--- config.mk ---
export PLATFORM = sky130hd
export DESIGN_NAME = change_frequency_blacklist
export DESIGN_NICKNAME = d
export VERILOG_FILES = /design/src/rtl/cfb_pkg.sv /design/src/rtl/change_frequency_blacklist.sv
export SDC_FILE = /design/constraint.sdc
export NUM_CORES = 2
export LEC_CHECK = 0
export ABC_AREA = 1
export BUFFER_PORTS_ARGS = -buffer_cell sky130_fd_sc_hd__buf_2
export CAP_MARGIN = 20
export CORE_UTILIZATION = 45
export DETAILED_ROUTE_END_ITERATION = 10
export PLACE_DENSITY = 0.7
export SLEW_MARGIN = 20
export SYNTH_ARGS = -nofsm -noshare
export SYNTH_HDL_FRONTEND = slang
export SYNTH_SLANG_ARGS = --single-unit
export TNS_END_PERCENT = 100
--- constraint.sdc ---
create_clock -name clock -period 16.3 [get_ports clock]
set_input_delay 4.075 -clock clock [delete_from_list [all_inputs] [get_ports clock]]
set_output_delay 4.075 -clock clock [all_outputs]
set_load 0.03 [all_outputs]
--- src/rtl/cfb_pkg.sv ---
`timescale 1ns / 1ps

package cfb_pkg;

   localparam int TIME_W      = 32;
   localparam int WINDOW_W    = 16;
   localparam int COUNT_W     = 4;
   localparam int USED_OUT_W  = 6;
   localparam int CSR_INDEX_W = 4;
   localparam int CSR_DATA_W  = 16;

   localparam logic [CSR_INDEX_W-1:0] CSR_WINDOW = CSR_INDEX_W'(0);
   localparam logic [CSR_INDEX_W-1:0] CSR_LIMIT  = CSR_INDEX_W'(1);

   localparam logic [WINDOW_W-1:0] WINDOW_RESET = WINDOW_W'(180);
   localparam logic [COUNT_W-1:0]  LIMIT_RESET  = COUNT_W'(3);
   localparam logic [COUNT_W-1:0]  COUNT_MAX    = COUNT_W'(15);
   localparam logic [COUNT_W-1:0]  COUNT_ONE    = COUNT_W'(1);

   typedef enum logic [3:0] {
      ST_IDLE   = 4'b0001,
      ST_SCAN   = 4'b0010,
      ST_DRAIN  = 4'b0100,
      ST_FINISH = 4'b1000
   } state_type;

endpackage

--- src/rtl/change_frequency_blacklist.sv ---
`timescale 1ns / 1ps

// A request word is taken only while idle; the block then scans every entry of the memory
// and presents the response word, held back while a still stalled earlier response waits.
// No new request word is taken until that response word is registered, as the scan of the
// entry memory reads one entry per cycle for aging, lookup and victim choice.
// Reset (synchronous, active high) clears all valid bits and the entry count at once and
// restores the window to 180 seconds and the change limit to 3.
module change_frequency_blacklist #(
   parameter int TABLE_ENTRIES = 32,
   parameter int KEY_BITS      = 32
) (
   input  logic                                 clock,
   input  logic                                 reset,
   input  logic                                 csr_write,
   input  logic [cfb_pkg::CSR_INDEX_W-1:0]      csr_index,
   input  logic [cfb_pkg::CSR_DATA_W-1:0]       csr_wdata,
   input  logic                                 req_valid,
   output logic                                 req_stall,
   input  logic [KEY_BITS-1:0]                  req_key,
   input  logic [cfb_pkg::TIME_W-1:0]           req_now_seconds,
   output logic                                 rsp_valid,
   input  logic                                 rsp_stall,
   output logic                                 rsp_blacklisted,
   output logic                                 rsp_newly_tracked,
   output logic                                 rsp_evicted,
   output logic [cfb_pkg::COUNT_W-1:0]          rsp_change_count,
   output logic [cfb_pkg::USED_OUT_W-1:0]       rsp_entries_in_use
);

   localparam int IDX_W   = $clog2(TABLE_ENTRIES);
   localparam int USE_W   = $clog2(TABLE_ENTRIES + 1);
   localparam int ENTRY_W = KEY_BITS + cfb_pkg::TIME_W + cfb_pkg::COUNT_W;
   localparam logic [IDX_W-1:0] LAST_IDX = IDX_W'(TABLE_ENTRIES - 1);

   logic [ENTRY_W-1:0] mem [TABLE_ENTRIES];
   logic [ENTRY_W-1:0] rd_data_ff;
   logic               mem_we;
   logic [IDX_W-1:0]   mem_waddr;
   logic [ENTRY_W-1:0] mem_wdata;

   cfb_pkg::state_type state_ff, state_in;

   logic [cfb_pkg::WINDOW_W-1:0] window_ff;
   logic [cfb_pkg::COUNT_W-1:0]  limit_ff;

   logic [IDX_W-1:0]           idx_ff, idx_in;
   logic                       proc_valid_ff, proc_valid_in;
   logic [IDX_W-1:0]           proc_idx_ff, proc_idx_in;
   logic [TABLE_ENTRIES-1:0]   valid_ff, valid_in;
   logic [USE_W-1:0]           used_ff, used_in;
   logic [KEY_BITS-1:0]        key_ff, key_in;
   logic [cfb_pkg::TIME_W-1:0] now_ff, now_in;

   logic                        hit_ff, hit_in;
   logic [IDX_W-1:0]            hit_idx_ff, hit_idx_in;
   logic [cfb_pkg::COUNT_W-1:0] hit_cnt_ff, hit_cnt_in;
   logic [cfb_pkg::TIME_W-1:0]  hit_time_ff, hit_time_in;
   logic                        free_ff, free_in;
   logic [IDX_W-1:0]            free_idx_ff, free_idx_in;
   logic                        best_any_ff, best_any_in;
   logic [IDX_W-1:0]            best_idx_ff, best_idx_in;
   logic [cfb_pkg::COUNT_W-1:0] best_cnt_ff, best_cnt_in;
   logic [cfb_pkg::TIME_W-1:0]  best_age_ff, best_age_in;

   logic                           rsp_valid_ff, rsp_valid_in;
   logic                           rsp_black_ff, rsp_black_in;
   logic                           rsp_fresh_ff, rsp_fresh_in;
   logic                           rsp_evict_ff, rsp_evict_in;
   logic [cfb_pkg::COUNT_W-1:0]    rsp_count_ff, rsp_count_in;
   logic [cfb_pkg::USED_OUT_W-1:0] rsp_used_ff, rsp_used_in;

   logic [KEY_BITS-1:0]         rd_key;
   logic [cfb_pkg::TIME_W-1:0]  rd_time;
   logic [cfb_pkg::COUNT_W-1:0] rd_cnt;
   logic [cfb_pkg::TIME_W-1:0]  rd_age;
   logic                        rd_expire;
   logic                        rd_live;
   logic [cfb_pkg::COUNT_W-1:0] cnt_new;
   logic                        black;
   logic [IDX_W-1:0]            target;

   assign rd_key    = rd_data_ff[ENTRY_W-1 -: KEY_BITS];
   assign rd_time   = rd_data_ff[cfb_pkg::COUNT_W +: cfb_pkg::TIME_W];
   assign rd_cnt    = rd_data_ff[cfb_pkg::COUNT_W-1:0];
   assign rd_age    = now_ff - rd_time;
   assign rd_expire = valid_ff[proc_idx_ff] && (rd_age > cfb_pkg::TIME_W'(window_ff));
   assign rd_live   = valid_ff[proc_idx_ff] && !rd_expire;

   assign cnt_new = (hit_cnt_ff == cfb_pkg::COUNT_MAX) ? hit_cnt_ff
                                                       : hit_cnt_ff + cfb_pkg::COUNT_ONE;
   assign black   = cnt_new >= limit_ff;
   assign target  = free_ff ? free_idx_ff : best_idx_ff;

   assign req_stall          = (state_ff != cfb_pkg::ST_IDLE);
   assign rsp_valid          = rsp_valid_ff;
   assign rsp_blacklisted    = rsp_black_ff;
   assign rsp_newly_tracked  = rsp_fresh_ff;
   assign rsp_evicted        = rsp_evict_ff;
   assign rsp_change_count   = rsp_count_ff;
   assign rsp_entries_in_use = rsp_used_ff;

   always_ff @(posedge clock) begin
      if (mem_we) begin
         mem[mem_waddr] <= mem_wdata;
      end
      rd_data_ff <= mem[idx_ff];
   end

   always_comb begin
      state_in      = state_ff;
      idx_in        = idx_ff;
      proc_valid_in = 1'b0;
      proc_idx_in   = idx_ff;
      valid_in      = valid_ff;
      used_in       = used_ff;
      key_in        = key_ff;
      now_in        = now_ff;
      hit_in        = hit_ff;
      hit_idx_in    = hit_idx_ff;
      hit_cnt_in    = hit_cnt_ff;
      hit_time_in   = hit_time_ff;
      free_in       = free_ff;
      free_idx_in   = free_idx_ff;
      best_any_in   = best_any_ff;
      best_idx_in   = best_idx_ff;
      best_cnt_in   = best_cnt_ff;
      best_age_in   = best_age_ff;
      rsp_valid_in  = rsp_valid_ff && rsp_stall;
      rsp_black_in  = rsp_black_ff;
      rsp_fresh_in  = rsp_fresh_ff;
      rsp_evict_in  = rsp_evict_ff;
      rsp_count_in  = rsp_count_ff;
      rsp_used_in   = rsp_used_ff;
      mem_we        = 1'b0;
      mem_waddr     = target;
      mem_wdata     = {key_ff, now_ff, cfb_pkg::COUNT_ONE};

      // One entry per cycle: drop it if too old; a live entry is tried for a match and as the
      // eviction victim, a dead one (invalid or just dropped) for a free slot.
      if (proc_valid_ff) begin
         if (rd_expire) begin
            valid_in[proc_idx_ff] = 1'b0;
            used_in               = used_ff - USE_W'(1);
         end
         if (rd_live && (rd_key == key_ff) && !hit_ff) begin
            hit_in      = 1'b1;
            hit_idx_in  = proc_idx_ff;
            hit_cnt_in  = rd_cnt;
            hit_time_in = rd_time;
         end
         if (!rd_live && !free_ff) begin
            free_in     = 1'b1;
            free_idx_in = proc_idx_ff;
         end
         if (rd_live && (!best_any_ff || (rd_cnt < best_cnt_ff) ||
                         ((rd_cnt == best_cnt_ff) && (rd_age > best_age_ff)))) begin
            best_any_in = 1'b1;
            best_idx_in = proc_idx_ff;
            best_cnt_in = rd_cnt;
            best_age_in = rd_age;
         end
      end

      case (state_ff)
         cfb_pkg::ST_IDLE: begin
            if (req_valid) begin
               key_in      = req_key;
               now_in      = req_now_seconds;
               hit_in      = 1'b0;
               free_in     = 1'b0;
               best_any_in = 1'b0;
               idx_in      = '0;
               state_in    = cfb_pkg::ST_SCAN;
            end
         end
         cfb_pkg::ST_SCAN: begin
            proc_valid_in = 1'b1;
            if (idx_ff == LAST_IDX) begin
               state_in = cfb_pkg::ST_DRAIN;
            end else begin
               idx_in = idx_ff + IDX_W'(1);
            end
         end
         cfb_pkg::ST_DRAIN: begin
            state_in = cfb_pkg::ST_FINISH;
         end
         cfb_pkg::ST_FINISH: begin
            if (!rsp_valid_ff || !rsp_stall) begin
               mem_we = 1'b1;
               if (hit_ff) begin
                  mem_waddr    = hit_idx_ff;
                  mem_wdata    = {key_ff, hit_time_ff, cnt_new};
                  rsp_black_in = black;
                  rsp_fresh_in = 1'b0;
                  rsp_evict_in = 1'b0;
                  rsp_count_in = cnt_new;
                  if (black) begin
                     valid_in[hit_idx_ff] = 1'b0;
                     used_in              = used_ff - USE_W'(1);
                  end
               end else begin
                  valid_in[target] = 1'b1;
                  rsp_black_in     = 1'b0;
                  rsp_fresh_in     = 1'b1;
                  rsp_evict_in     = !free_ff;
                  rsp_count_in     = cfb_pkg::COUNT_ONE;
                  if (free_ff) begin
                     used_in = used_ff + USE_W'(1);
                  end
               end
               rsp_used_in  = cfb_pkg::USED_OUT_W'(used_in);
               rsp_valid_in = 1'b1;
               state_in     = cfb_pkg::ST_IDLE;
            end
         end
         default: begin
            state_in = cfb_pkg::ST_IDLE;
         end
      endcase
   end

   always_ff @(posedge clock) begin
      if (reset) begin
         state_ff      <= cfb_pkg::ST_IDLE;
         proc_valid_ff <= 1'b0;
         valid_ff      <= '0;
         used_ff       <= '0;
         rsp_valid_ff  <= 1'b0;
         window_ff     <= cfb_pkg::WINDOW_RESET;
         limit_ff      <= cfb_pkg::LIMIT_RESET;
      end else begin
         state_ff      <= state_in;
         proc_valid_ff <= proc_valid_in;
         valid_ff      <= valid_in;
         used_ff       <= used_in;
         rsp_valid_ff  <= rsp_valid_in;
         if (csr_write && (csr_index == cfb_pkg::CSR_WINDOW)) begin
            window_ff <= csr_wdata[cfb_pkg::WINDOW_W-1:0];
         end
         if (csr_write && (csr_index == cfb_pkg::CSR_LIMIT)) begin
            limit_ff <= csr_wdata[cfb_pkg::COUNT_W-1:0];
         end
      end
   end

   always_ff @(posedge clock) begin
      idx_ff       <= idx_in;
      proc_idx_ff  <= proc_idx_in;
      key_ff       <= key_in;
      now_ff       <= now_in;
      hit_ff       <= hit_in;
      hit_idx_ff   <= hit_idx_in;
      hit_cnt_ff   <= hit_cnt_in;
      hit_time_ff  <= hit_time_in;
      free_ff      <= free_in;
      free_idx_ff  <= free_idx_in;
      best_any_ff  <= best_any_in;
      best_idx_ff  <= best_idx_in;
      best_cnt_ff  <= best_cnt_in;
      best_age_ff  <= best_age_in;
      rsp_black_ff <= rsp_black_in;
      rsp_fresh_ff <= rsp_fresh_in;
      rsp_evict_ff <= rsp_evict_in;
      rsp_count_ff <= rsp_count_in;
      rsp_used_ff  <= rsp_used_in;
   end

endmodule
Yosys cells after proc, flatten, opt, wreduce, memory -nomap -nowiden
Memories as Yosys holds them, arrays and structs flattened. A register that Yosys moved wholly into a read port is not among the register bits.
Cells that the tools add are included.
{"block": "classes", "bitwise": 5, "n_mux": 56, "add_sub_neg": 5, "n_eq_ne": 14, "reduce_logical": 32, "n_lt_le_gt_ge": 10}
{"operator": "32-bit 2-to-1 mux", "count": 6}
{"operator": "36-bit 2-to-1 mux", "count": 3}
{"operator": "32-bit bitwise AND", "count": 2}
{"operator": "32-bit inverter", "count": 2}
{"operator": "6-bit 2-to-1 mux", "count": 7}
{"operator": "32-bit equality test", "count": 1}
{"operator": "32-bit by 16-bit > comparator with 1-bit output", "count": 1}
{"operator": "32-bit > comparator", "count": 1}
{"operator": "32-bit bitwise OR", "count": 1}
{"operator": "32-bit subtractor", "count": 1}
{"operator": "5-bit 2-to-1 mux", "count": 6}
{"operator": "1-bit 2-to-1 mux", "count": 24}
{"operator": "5-bit by 6-bit < comparator with 1-bit output (second input constant)", "count": 3}
{"operator": "4-bit 2-to-1 mux", "count": 4}
{"operator": "4-bit one-hot mux with 4 select lines", "count": 1}
{"operator": "1-bit demux with 5-bit select", "count": 3}
{"operator": "5-bit by 1-bit >= comparator with 1-bit output (second input constant)", "count": 3}
{"operator": "1-bit logical AND", "count": 13}
{"operator": "5-bit one-hot mux with 2 select lines", "count": 1}
{"operator": "2-bit AND reduction", "count": 5}
{"operator": "4-bit by 1-bit equality test with 1-bit output (second input constant)", "count": 2}
{"operator": "4-bit equality test (second input constant)", "count": 2}
{"operator": "2-bit != test (second input constant)", "count": 4}
{"operator": "1-bit zero test", "count": 7}
{"operator": "16 further kinds", "count": 19}
{"block": "word_totals", "register_bits": 241, "wordCells": 149, "mem_count": 1, "ram_bits": 2176, "input_bits": 89, "output_inout_bits": 15}
{"name": "mem", "depth": 32, "word_bits": 68, "rd": 1, "rd_clocked_by_memory_dff": 1, "write_ports": 1, "line_no": "change_frequency_blacklist.sv:36", "text": "logic [ENTRY_W-1:0] mem [TABLE_ENTRIES];"}

Longest topological paths before layout
{"block": "depth", "depth_word": 13, "mapped_depth": 31, "depth_no_buf": 30}

Worst setup path before layout
No wires, ideal clock.
{"block": "synth_path", "kind": "input to register", "from": "in rsp_stall", "to": "mem mem[12][0] (netlist name), enable pin", "setup_slack_ps": 7619, "n_path_buf": 1, "arrival_time_ps": 8187, "t_required_ps": 15806, "cell_stages": 12, "setup_ps": 494, "path_cell_list": "nand2_1 -> inv_1 -> nor2_1 -> inv_2 -> nor2_4 -> inv_2 -> clkbuf_1 -> nand2_1 -> o21ai_0 -> nor2_1 -> nand2_1 -> nor2_1"}
{"block": "synth_between", "elab_chain_len": 6, "word_cells_on_any_way": 8, "cone_classes": "6 x mux; 2 x reduce/logical"}
{"item": "start: declaration", "line_no": "change_frequency_blacklist.sv:23", "text": "input logic rsp_stall,"}
{"item": "1-bit zero test (*)", "line_no": "change_frequency_blacklist.sv:189", "text": "if (!rsp_valid_ff || !rsp_stall) begin"}
{"item": "1-bit logical OR (*)", "line_no": "change_frequency_blacklist.sv:189"}
{"item": "1-bit 2-to-1 mux", "line_no": "change_frequency_blacklist.sv:189"}
{"item": "1-bit 2-to-1 mux", "line_no": "change_frequency_blacklist.sv:165", "text": "case (state_ff)"}
{"item": "1-bit 2-to-1 mux", "line_no": "change_frequency_blacklist.sv:104", "text": "if (mem_we) begin"}
{"item": "1-bit 2-to-1 mux (not written as such)", "line_no": "change_frequency_blacklist.sv:105", "text": "mem[mem_waddr] <= mem_wdata;"}
{"item": "end: declaration", "line_no": "change_frequency_blacklist.sv:36"}
Every way passes the cells marked *; elsewhere a longest branch is shown, timed or not.

Worst setup path after layout
{"block": "layout_path", "from": "in rsp_stall", "to": "mem mem[6][25] (netlist name), enable pin"}
Same word-level chain as after synthesis.

==> qor.tcl <==
set qor(status) {completed}
set qor(clockRootBuffer) {sky130_fd_sc_hd__clkbuf_16}
set qor(fin_worst_skew_ns) 0.1116
set qor(dp_slack_ns) 6.597
set qor(resize_count_post_cts) 0
set qor(start_util_pct) 45.25
set qor(synth_top_flop_cell) {sky130_fd_sc_hd__edfxtp_1}
set qor(leakage_nw) 36.92
set qor(grt_pass1_vias) 62840
set qor(layout_commonest_cell) {sky130_fd_sc_hd__edfxtp_1}
set qor(floorplan.die.width_um) 472.1
set qor(hold_start) {rd_data_ff[30]}
set qor(synth_area_leaders) {sky130_fd_sc_hd__edfxtp_1 71%, sky130_fd_sc_hd__o21ai_0 6.7%, sky130_fd_sc_hd__nor2_1 5.4%}
set qor(layout.filler_cells) 18390
set qor(slew_viol_final) 0
set qor(power_frac_comb_pct) 11.7
set qor(finalWeightedCongestion) 0.8787
set qor(place_hpwl_um) 154200
set qor(setup_slack_ns) 7.344
set qor(design.portCount) 104
set qor(power.share.clock_pct) 38.1
set qor(globalRouteTotalUtil_pct) 24.56
set qor(power.net_switching_w) 0.003715
set qor(global_route_wire_length_before_repair_um) 409100
set qor(worst_skew_pair.late_latency_ns) 0.94
set qor(cts_hold_buffers) 0
set qor(grt-ovfl-total) 0
set qor(finish.net_count) 8207
set qor(setup.worst_path.class) {input pin to flip-flop}
set qor(max_slew.worst_pin.slew_ns) 1.217
set qor(maxClockFrequency_ghz) 0.1117
set qor(coreArea_um2) 219700
set qor(final_number_of_setup_violating_endpoints) 0
set qor(dp.cells) 10750
set qor(drt_pass1_iterations) 6
set qor(route.detailed.drc) 0
set qor(worst_ep_arrival_time_ns) 9.42
set qor(number_of_enable_flip_flop_cells_after_synthesis) 2345
set qor(most-common-layout-cells) {2345 x sky130_fd_sc_hd__edfxtp_1, 1399 x sky130_fd_sc_hd__nor2_1, 1328 x sky130_fd_sc_hd__o21ai_0}
set qor(share_of_synthesized_registers_carrying_an_async_set_or_reset_pct) 0
set qor(sw_frac_of_total_pct) 26.02
set qor(pwr-share-seq_pct) 50.1
set qor(cts_made_buffers) 233
set qor(irDropWorstVdd_mv) 0.1143
set qor(fin_setup_tns_ns) 0
set qor(crit_path_start_kind) {input pin}
set qor(layout_worst_path_cycle_share_pct) 54.94
set qor(clock_path_buffers) 3
set qor(library_cell_with_the_largest_summed_area_after_synthesis) {sky130_fd_sc_hd__edfxtp_1}
set qor(hold_viol_final) 0
set qor(yosys.cell_types.count) 50
set qor(cts_sinks) 2485
set qor(vias) 66960
set qor(via_per_inst) 5.981
set qor(synth_seq_area_share_pct) 73.64
set qor(route.final.wire_length_um) 280900
set qor(layoutNonFillerInstCount) 11200
set qor(yosys_register_bits) 2485
set qor(crit_start) {rsp_stall}
set qor(final_core_util_pct) 50.56
set qor(placement.io_buffers) 103
set qor(power_density_nw_per_um2) 128.5
set qor(internal-power_w) 0.01056
set qor(synth_area_per_cell_um2) 12.37
set qor(synth_nets) 8217
set qor(unrepaired_setup_endpoints_after_global_routing) {no}
set qor(synth_top_area_share_pct) 70.82
set qor(final_layout_size_suffix_gt1_share_pct) 8.319
set qor(post_synth_inst_count) 8037
set qor(post_drt_wl_per_cell_um) 25.09
set qor(htree_num_levels) 4
set qor(total_power_w) 0.01428
set qor(synthToLayoutAreaGrowth_pct) 11.72
set qor(period_minus_slack_ns) 8.956
set qor(detail_route.iter0.violations) 9240
set qor(cts_setup_buffers) 0
set qor(fp.dieArea_um2) 222900
set qor(slew_headroom_pct) 18.89
set qor(tritoncts) {built}
set qor(number_of_antenna_violations_at_the_first_check_in_global_routing) 11
set qor(worstReg2RegStart) {state_ff[1]}
set qor(synth.yosys.warnings) 0
set qor(crit_required_ns) 16.77
set qor(timing.hold.worst.class) {flip-flop to flip-flop}
set qor(synth_area_um2) 99430
set qor(cap_viol_max_count) 0
set qor(grt_max_degree) 219
set qor(drt.antenna.violating_nets) 0
set qor(fp-row-count) 172
set qor(timing.critical_path.to_type) {flip-flop}
set qor(worst-path-max-fanout) 49
set qor(path_clk_slew_ns) 0.07
set qor(fp.dieH_um) 472.1
==> power groups by stage <==
stage,Clock (W),Combinational [W],Sequential [W]
after global placement,0,0.00160,0.00729
after floorplan,0,0.00103,0.00728
after CTS,0.00548,0.00165,0.00715
final,0.00545,0.00168,0.00715
after global routing,0.00572,0.00182,0.00715
after detailed placement,0,0.00164,0.00729
==> synth_stat cells, types with 4 or more instances <==
cell / count
sky130_fd_sc_hd__or2_2: 5
sky130_fd_sc_hd__nand3_1: 130
sky130_fd_sc_hd__nand4_1: 23
sky130_fd_sc_hd__a22oi_1: 16
sky130_fd_sc_hd__buf_6: 4
sky130_fd_sc_hd__o22ai_1: 647
sky130_fd_sc_hd__dfxtp_1: 140
sky130_fd_sc_hd__a22o_1: 4
sky130_fd_sc_hd__o31ai_1: 29
sky130_fd_sc_hd__o21ai_1: 4
sky130_fd_sc_hd__nand2_1: 738
sky130_fd_sc_hd__nor3_1: 28
sky130_fd_sc_hd__clkbuf_1: 460
sky130_fd_sc_hd__nor2_2: 6
sky130_fd_sc_hd__edfxtp_1: 2345
sky130_fd_sc_hd__nor2_1: 1436
sky130_fd_sc_hd__a32o_1: 4
sky130_fd_sc_hd__o211ai_1: 37
sky130_fd_sc_hd__inv_1: 259
sky130_fd_sc_hd__buf_1: 22
sky130_fd_sc_hd__xnor2_1: 27
sky130_fd_sc_hd__o21bai_1: 5
sky130_fd_sc_hd__nor4_1: 4
sky130_fd_sc_hd__o21ai_0: 1329
sky130_fd_sc_hd__buf_2: 10
sky130_fd_sc_hd__xor2_1: 22
sky130_fd_sc_hd__a21oi_1: 161
sky130_fd_sc_hd__ha_1: 90
sky130_fd_sc_hd__inv_2: 19
==> kinds of logic (layout without fill, tap and decap cells) <==
family | Yosys count | after routing | synth area share (%)
AND/OR/NAND/NOR | 2385 | 2385 | 9.356
buffers and inverters | 775 | 972 | 2.968
adder cells (fa/ha/maj) | 91 | 91 | 1.153
multiplexers | 1 | 1 | 0.01007
XOR/XNOR | 49 | 49 | 0.4316
AO/OA/AOI/OAI | 2251 | 2251 | 12.44
other | 0 | 4 | 0
flip-flops | 2485 | 2485 | 73.64
==> area by class of cell <==
type | count | area (um2) | share of cell area, %
diodes | 4 | 10.01 | 0.009010
flip-flops and latches | 2485 | 73220 | 65.91
clock buffers | 312 | 6327 | 5.696
well taps | 2958 | 3701 | 3.332
inverters | 279 | 1082 | 0.9742
repair buffers | 251 | 1790 | 1.612
clock inverters | 130 | 1399 | 1.259
multi-input cells | 4777 | 23560 | 21.21
==> sequential cells by signal (all words and copies together), names as in the netlist, 6 cells and up <==
signal and count:
mem 2176, rsp_entries_in_use 6, valid_ff 32, best_age_ff 32, key_ff 32, window_ff 16, rd_data_ff 68, used_ff 6
now_ff 32, hit_time_ff 32
==> critical path: stages <==
cell                      delay, ns
sky130_fd_sc_hd__buf_2         0.10
sky130_fd_sc_hd__nand2_1       0.08
sky130_fd_sc_hd__inv_1         0.08
sky130_fd_sc_hd__nor2_2        0.10
sky130_fd_sc_hd__buf_4         0.34
sky130_fd_sc_hd__inv_2         0.19
sky130_fd_sc_hd__nor2_4        0.10
sky130_fd_sc_hd__buf_4         0.48
sky130_fd_sc_hd__inv_2         0.52
sky130_fd_sc_hd__o21ai_0       0.75
sky130_fd_sc_hd__nand2_1       0.65
sky130_fd_sc_hd__nor2_4        0.89
sky130_fd_sc_hd__buf_4         0.97
==> layer usage <==
metal | track usage [%] | up-vias | wire, um
li1 | - | 29330 | -
met1 | 34.30 | 32950 | 110100
met2 | 38.00 | 4069 | 127800
met3 | 5.263 | 609 | 33300
met4 | 8.565 | 8 | 9720
met5 | 0 | - | 46
==> per-stage QoR <==
| stage | cell area [um2] | hold slack (ns) |
|---|---|---|
| after floorplan | 99430 | 0.3462 |
| after global placement | 103200 | 0.4192 |
| after detailed placement | 103300 | 0.4259 |
| after CTS | 111000 | 0.4401 |
| after global routing | 111100 | 0.4421 |
| final | 111100 | 0.4273 |
==> worst paths after layout <==
kind	end	cells past startpoint	slack (ns)
worst max register to register	mem[6][25]	12	10.01
worst min register to register	hit_time_ff[26]	0	0.43
worst min-delay path	hit_time_ff[26]	0	0.43
worst max-delay path	mem[6][25]	13	7.34
No activity file was read; power rests on OpenSTA's default activity.
